`config.mk`:
```
export PLATFORM = sky130hd
export DESIGN_NAME = gni_ctrl
export DESIGN_NICKNAME = d
export VERILOG_FILES = /design/src/rtl/core/gni_pkg.sv /design/src/rtl/core/gni_ctrl.sv
export SDC_FILE = /design/constraint.sdc
export NUM_CORES = 1
export LEC_CHECK = 0
export BUFFER_PORTS_ARGS = -buffer_cell sky130_fd_sc_hd__buf_4
export CORE_AREA = 2 2 39 41
export CTS_CLUSTER_SIZE = 30
export DETAILED_ROUTE_END_ITERATION = 12
export DIE_AREA = 0 0 41 43
export MAX_ROUTING_LAYER = met4
export PLACE_DENSITY = 0.5
export SLEW_MARGIN = 0
export SYNTH_ARGS = -nofsm -noshare
export SYNTH_HDL_FRONTEND = slang
export SYNTH_SLANG_ARGS = --single-unit
```
`constraint.sdc`:
```
create_clock -name i_clk -period 1.3 [get_ports i_clk]
set_clock_uncertainty 0.1 [all_clocks]
set_input_delay 0.065 -clock i_clk [delete_from_list [all_inputs] [get_ports i_clk]]
set_output_delay 0.065 -clock i_clk [all_outputs]
set_load 0.03 [all_outputs]
```
`src/rtl/core/gni_pkg.sv`:
```
// ----------------------------------------------------------------------------
// gni_pkg
// Shared constants, types and codes of the greedy NMS block.
// ----------------------------------------------------------------------------
package gni_pkg;

    // Sizing of the box store and of the coordinates.
    localparam int MAX_BOXES  = 128;
    localparam int COORD_BITS = 16;

    // Field widths that the interface fixes.
    localparam int FIELD_W = 16;
    localparam int SCORE_W = 16;
    localparam int THR_W   = 16;
    localparam int RIDX_W  = 7;
    localparam int SURV_W  = 8;

    // Derived widths.
    localparam int IDX_W  = (MAX_BOXES > 1) ? $clog2(MAX_BOXES) : 1;
    localparam int CNT_W  = $clog2(MAX_BOXES + 1);
    localparam int GEOM_W = 4 * COORD_BITS;
    localparam int OW_W   = COORD_BITS + 4;
    localparam int AREA_W = 2 * COORD_BITS;
    localparam int U_W    = 2 * COORD_BITS + 4;
    localparam int CMP_W  = THR_W + U_W;

    // Reset value of the IoU threshold (0.5 in Q0.16).
    localparam logic [THR_W-1:0] THR_RESET = THR_W'(32768);

    // Operation and response codes.
    localparam logic OP_LOAD   = 1'b0;
    localparam logic OP_READ   = 1'b1;
    localparam logic RESP_DONE = 1'b0;
    localparam logic RESP_READ = 1'b1;

    typedef struct packed {
        logic [COORD_BITS-1:0] x;
        logic [COORD_BITS-1:0] y;
        logic [COORD_BITS-1:0] w;
        logic [COORD_BITS-1:0] h;
    } t_geom;

    // Commands from the controller to the datapath.
    typedef struct packed {
        logic load;
        logic read;
        logic run_init;
        logic scan_start;
        logic scan_find;
        logic scan_supp;
        logic best_rd;
        logic best_latch;
        logic best_area;
        logic resp_read;
        logic resp_done;
    } t_ctrl_cmd;

    // Status from the datapath to the controller.
    typedef struct packed {
        logic scan_done;
        logic found;
    } t_dp_status;

endpackage

```
`src/rtl/core/gni_ctrl.sv`:
```
// ----------------------------------------------------------------------------
// gni_ctrl
// Controller state machine: command decode, run sequencing and responses.
// ----------------------------------------------------------------------------
module gni_ctrl
    import gni_pkg::*;
(
    input  logic       i_clk,
    input  logic       i_rst_n,
    input  logic       start,
    input  logic       i_operation,
    input  logic       i_last_box,
    output logic       busy,
    output logic       o_valid,
    output t_ctrl_cmd  o_cmd,
    input  t_dp_status i_status
);

    localparam logic [3:0] S_IDLE  = 4'd0;
    localparam logic [3:0] S_READ  = 4'd1;
    localparam logic [3:0] S_INIT  = 4'd2;
    localparam logic [3:0] S_FIND  = 4'd3;
    localparam logic [3:0] S_BRD   = 4'd4;
    localparam logic [3:0] S_BLAT  = 4'd5;
    localparam logic [3:0] S_BAREA = 4'd6;
    localparam logic [3:0] S_SUPP  = 4'd7;
    localparam logic [3:0] S_DONE  = 4'd8;

    logic [3:0] r_state;
    logic [3:0] n_state;
    logic       accept;

    assign busy   = r_state != S_IDLE;
    assign accept = start && !busy;

    // Next state and command decode.
    always_comb begin
        n_state = r_state;
        o_cmd   = '0;
        case (r_state)
            S_IDLE: begin
                if (accept) begin
                    if (i_operation == OP_READ) begin
                        o_cmd.read = 1'b1;
                        n_state    = S_READ;
                    end else begin
                        o_cmd.load = 1'b1;
                        if (i_last_box) begin
                            n_state = S_INIT;
                        end
                    end
                end
            end
            S_READ: begin
                o_cmd.resp_read = 1'b1;
                n_state         = S_IDLE;
            end
            S_INIT: begin
                o_cmd.run_init   = 1'b1;
                o_cmd.scan_start = 1'b1;
                n_state          = S_FIND;
            end
            S_FIND: begin
                o_cmd.scan_find = 1'b1;
                if (i_status.scan_done) begin
                    n_state = i_status.found ? S_BRD : S_DONE;
                end
            end
            S_BRD: begin
                o_cmd.best_rd = 1'b1;
                n_state       = S_BLAT;
            end
            S_BLAT: begin
                o_cmd.best_latch = 1'b1;
                n_state          = S_BAREA;
            end
            S_BAREA: begin
                o_cmd.best_area  = 1'b1;
                o_cmd.scan_start = 1'b1;
                n_state          = S_SUPP;
            end
            S_SUPP: begin
                o_cmd.scan_supp = 1'b1;
                if (i_status.scan_done) begin
                    o_cmd.scan_start = 1'b1;
                    n_state          = S_FIND;
                end
            end
            S_DONE: begin
                o_cmd.resp_done = 1'b1;
                n_state         = S_IDLE;
            end
            default: begin
                n_state = S_IDLE;
            end
        endcase
    end

    // State register.
    always_ff @(posedge i_clk) begin
        if (!i_rst_n) begin
            r_state <= S_IDLE;
        end else begin
            r_state <= n_state;
        end
    end

    assign o_valid = (r_state == S_READ) || (r_state == S_DONE);

    // A response strobe is never held high back to back.
    a_single_strobe: assert property (@(posedge i_clk) disable iff (!i_rst_n)
        o_valid |=> !o_valid)
        else $error("response strobe held for two cycles");

    // An accepted read answers in the following cycle.
    a_read_latency: assert property (@(posedge i_clk) disable iff (!i_rst_n)
        (accept && (i_operation == OP_READ)) |=> (o_valid && o_cmd.resp_read))
        else $error("read response missing");

    // A run only finishes from a search that found no box.
    a_done_entry: assert property (@(posedge i_clk) disable iff (!i_rst_n)
        (r_state == S_DONE) |-> ($past(r_state) == S_FIND && !$past(i_status.found)))
        else $error("run finished outside a failed search");

endmodule

```
## Word level (Yosys, flattened, before mapping)

Index checks and enable logic that the tools add are counted.

- Output and inout bits: 13
- Flip-flop bits (word level): 4
- Logic and storage cells: 41
- Memories kept: 0
- Memory bits (writable): 0
- Latch bits: 0
- Bits in read-only memories: 0
- Input port bits: 7

- Reduce and logical (&&, ||, !) cells: 7
- Divide/modulo/power cells: 0
- Equal/unequal tests: 12
- Bitwise logic cells: 0
- Add/sub/neg operators: 0
- Multiply operators: 0
- Multiplexer cells: 21
- Shift operators: 0
- Order comparisons: 0

Operator list:

| cell | count |
|---|---|
| $pmux 4 s7 | 1 |
| $mux 4 | 6 |
| $eq 4x3->1 const B | 4 |
| $mux 1 | 11 |
| $eq 4x2->1 const B | 2 |
| $ne 2x2->1 const B | 3 |
| $eq 4x1->1 const B | 1 |
| $eq 4x4->1 const B | 1 |
| $logic_not 4->1 | 1 |
| $mux 2 | 2 |
| $reduce_and 4->1 | 1 |
| $reduce_bool 4->1 | 1 |
| $ne 3x3->1 const B | 1 |
| $pmux 1 s2 | 1 |
| $reduce_or 2->1 | 1 |
| $logic_and 1x1->1 | 1 |
| $logic_not 1->1 | 1 |
| $logic_or 1x1->1 | 1 |

## Logic depth before layout (Yosys ltp)

- Depth in word-level cells: 5
- Gate-level depth with buffers: 4
- Gate-level depth less buffers: 3

## Worst setup path before layout

Ideal clock, no wire load.

- Path type: register to output
- From: reg r_state[2]
- To: out o_valid
- Arrival: 1.686 ns
- Path slack: -0.551 ns
- Path buffers: 1
- Data required time: 1.135 ns
- Stages on the path, launching flop included: 5
- Cell sequence: dfxtp_1 > buf_4 > nand2b_1 > nor3_1 > or2_1

- Cells in the longest elaborated chain, start to end: 2
- Elaborated cells between the ends (all ways): 3
- Those cells by class: eq/ne: 2; reduce/logical: 1

RTL lines:

| what | RTL line | RTL |
|---|---|---|
| from (decl) | gni_ctrl.sv:29 | `logic [3:0] r_state;` |
| from (signal assigned) | gni_ctrl.sv:104 | `r_state <= n_state;` |
| $eq 4x1->1 or $eq 4x4->1 (tied branches) | gni_ctrl.sv:108 | `assign o_valid = (r_state == S_READ) \|\| (r_state == S_DONE);` |
| $logic_or 1x1->1 (*) | gni_ctrl.sv:108 |  |
| to (decl) | gni_ctrl.sv:14 | `output logic o_valid,` |

Mark *: on every way between the ends. The rest lies on a longest branch, timed or not.

## Worst setup path after layout

- From: reg r_state[0]
- To: out o_valid

Same word-level chain as after synthesis.

==> impl_metrics.csv <==
group,metric,value,unit
finish,drive_above_1_share,0.775,
clocking,ctsHtreeMaxLevel,1,
global_routing,grt_use_met2,0.231,
logic_synthesis,synthCells,44,
global_routing,grt-busiest-layer,"met2",
worst_setup_path,worstReg2RegStart,"r_state[1]",
status,outcome,"finished with violations",
global_routing,antenna_found_initial,0,
finish,antennaDiodeCount,0,
finish,reg.largest.list,"r_state (4)",
power_and_ir_drop,power.total,0.664,mW
finish,final_common_cell,"buf_6",
status,violations,"setup timing",
detailed_routing,ant_nets,0,
floorplan,die_x,41,um
power_and_ir_drop,power.leakage,0.377,nW
min_path,whs_endpoint,"r_state[1]",
logic_synthesis,ys_seq_area_frac,0.221,
worst_setup_path,cp_common_cell,"buf_6",
detailed_routing,via_per_inst,4.85,
timing,finalSetupViolations,14,
clocking,tritoncts,"done",
min_path,hp-class,"in -> reg",
logic_synthesis,ys_types,23,
global_routing,met3_usage,0.0785,
timing,fin_ws,-0.174,ns
place,dp_cells,82,
worst_setup_path,critPathBufInv,2,
job,cap_viol_max_count,0,
global_routing,track_usage,0.161,
global_routing,grt_pass1_vias,436,
global_routing,use_met1,0.198,
global_routing,grt_max_degree,9,
worst_setup_path,cp_max_fo,6,
worst_setup_path,r2r_slack,-0.05,ns
worst_setup_path,crit_chain,"buf_6 -> nor4b_4 -> or2_4 -> buf_6",
detailed_routing,drc,0,
worst_setup_path,crit_required,1.13,ns
floorplan,core_area,1380,um2
detailed_routing,vias,466,
worst_setup_path,crit_start,"r_state[0]",
floorplan,dieArea,1760,um2
finish,area_delta_synth_final,140,%
logic_synthesis,ys_ff_latch,4,
global_routing,grt-ovfl-total,0,
global_routing,grt_pass1_wl,1.85,mm
logic_synthesis,syn_area,363,um2
worst_setup_path,end_kind,"output pin",
finish,nets,89,
worst_setup_path,cp_top_family,"simple AND/OR/NAND/NOR gates",
clocking,clk_pin_slew,0.04,ns
min_path,whs_path_depth,4,
detailed_routing,drtIter0Drc,5,
detailed_routing,wl_per_cell,13.4,um
place,portBuffers,19,
clocking,clk_latency,0.25,ns
logic_synthesis,synth_edf_count,0,
place,hpwl,769,um
finish,top_register,"r_state",
logic_synthesis,yosysWarningCount,0,
clocking,clock-sinks,4,
worst_setup_path,worst_r2r_path_depth,6,
floorplan,fp.dieH,43,um
floorplan,rows,14,
place,placed_area,611,um2
clocking,numCtsBuffers,3,
worst_setup_path,critPathMaxStageDelay,0.36,ns
worst_setup_path,worst-setup-path-type,"reg -> out",
timing,rsz0062_at_grt,"true",
logic_synthesis,async_reset_ff_frac,0,
timing,period_needed,1.47,ns
finish,fin_cells,96,
timing,max_slew.worst_pin.slew,0.283,ns
min_path,hold_start,"i_rst_n",
clocking,clk_path_buf_depth,2,
detailed_routing,firstDrtPassIters,4,
finish,final_area,872,um2
clocking,root_buffer,"clkbuf_4",
timing,hold_violations,0,
worst_setup_path,slowest_stage,"dfxtp_4",
timing,slew_violations,0,
place,dp_slack,-0.000413,ns
logic_synthesis,postSynthAreaPerCell,8.25,um2
timing,fin_tns_setup,-1.23,ns
power_and_ir_drop,peakVddDrop,0.379,mV
finish,layout_common_cells,"buf_6, buf_4",
finish,largest_register_ffs,4,
timing,max_freq,0.678,GHz
floorplan,initial_core_util,0.262,
detailed_routing,routed_wl,1.28,mm
floorplan,ioPinCount,20,
power_and_ir_drop,p_per_area,762,nW/um2
worst_setup_path,rr_endpoint,"r_state[3]",
worst_setup_path,critPathLaunchType,"flop",
place,place_congestion,0.754,
worst_setup_path,arrival,1.31,ns
logic_synthesis,synthFlopType,"dfxtp_1",
timing,slew_headroom,0.810,
logic_synthesis,synth_nets,51,
timing,fin_crit_sh,1.13,
## synth_stat cells (all sizes together), types with 2 or more instances
library cell	number	area (um2)
dfxtp	4	80.1
or2	2	15.0
nand2b	3	26.3
o21ai	2	10.0
nor3	4	20.0
buf	3	20.0
nor2	6	22.5
inv	3	11.3
nand2	5	18.8
nor4b	2	30.0
## report_power, final
part / internal, mW / total [mW] / switching (mW)
registers: 0.129 / 0.140 / 0.0108
logic: 0.186 / 0.359 / 0.173
clock network: 0.104 / 0.165 / 0.0613
total: 0.419 / 0.664 / 0.245
## worst max path at each step
| stage | to | slack (ns) | cells after the start |
|---|---|---|---|
| 2_1_floorplan | o_valid | -0.14 | 2 |
| 3_3_place_gp | o_valid | 0.03 | 4 |
| 3_5_place_dp | o_valid | -0.0004 | 4 |
| 4_1_cts | o_cmd[9] | -0.15 | 3 |
| 5_1_grt | o_cmd[10] | -0.26 | 4 |
| 6_report | o_valid | -0.17 | 4 |
## stage by stage
step / util / hold WS, ns
5_1_grt: 0.630 / 0.144
6_report: 0.630 / 0.123
3_5_place_dp: 0.441 / 0.148
2_1_floorplan: - / 0.0364
4_1_cts: 0.571 / 0.125
3_3_place_gp: 0.441 / 0.149
## timing repair
action | CTS | global route
setup buffers | 6 | 4
endpoints found under the hold margin | 2 | 0
pin swaps | 2 | 3
gates resized for setup | 27 | 14
setup endpoints to repair | 13 | 15
hold buffers | 2 | 0
## worst register-to-register path: stages (launching register included)
cell and delay [ns]:
dfxtp_2 0.33, buf_12 0.13, buf_6 0.10, nand2b_4 0.06, buf_6 0.11, or2_4 0.24, nor4b_4 0.20
## per-layer routing
| metal | vias to the layer above | wire (um) |
|---|---|---|
| met1 | 228 | 521 |
| li1 | 228 | - |
| met2 | 10 | 689 |
| met4 | 0 | 0 |
| met5 | - | 0 |
| met3 | 0 | 72 |
## cell type report
class	instances	area, um2
multi-input cells	34	360
well taps	16	20.0
clock buffers	3	22.5
fillers	130	512
repair buffers	36	368
flip-flops and latches	4	90.1
inverters	3	11.3
## cells by family (layout without fill, tap and decap cells)
family / count (synthesis) / count (layout) / synth area share
AOI/OAI and AO/OA: 9 / 9 / 0.221
and+or+nand+nor: 24 / 24 / 0.445
DFF: 4 / 4 / 0.221
muxes: 1 / 1 / 0.0276
buffers and inverters: 6 / 42 / 0.0862
Power figures use the tool's default switching activity.
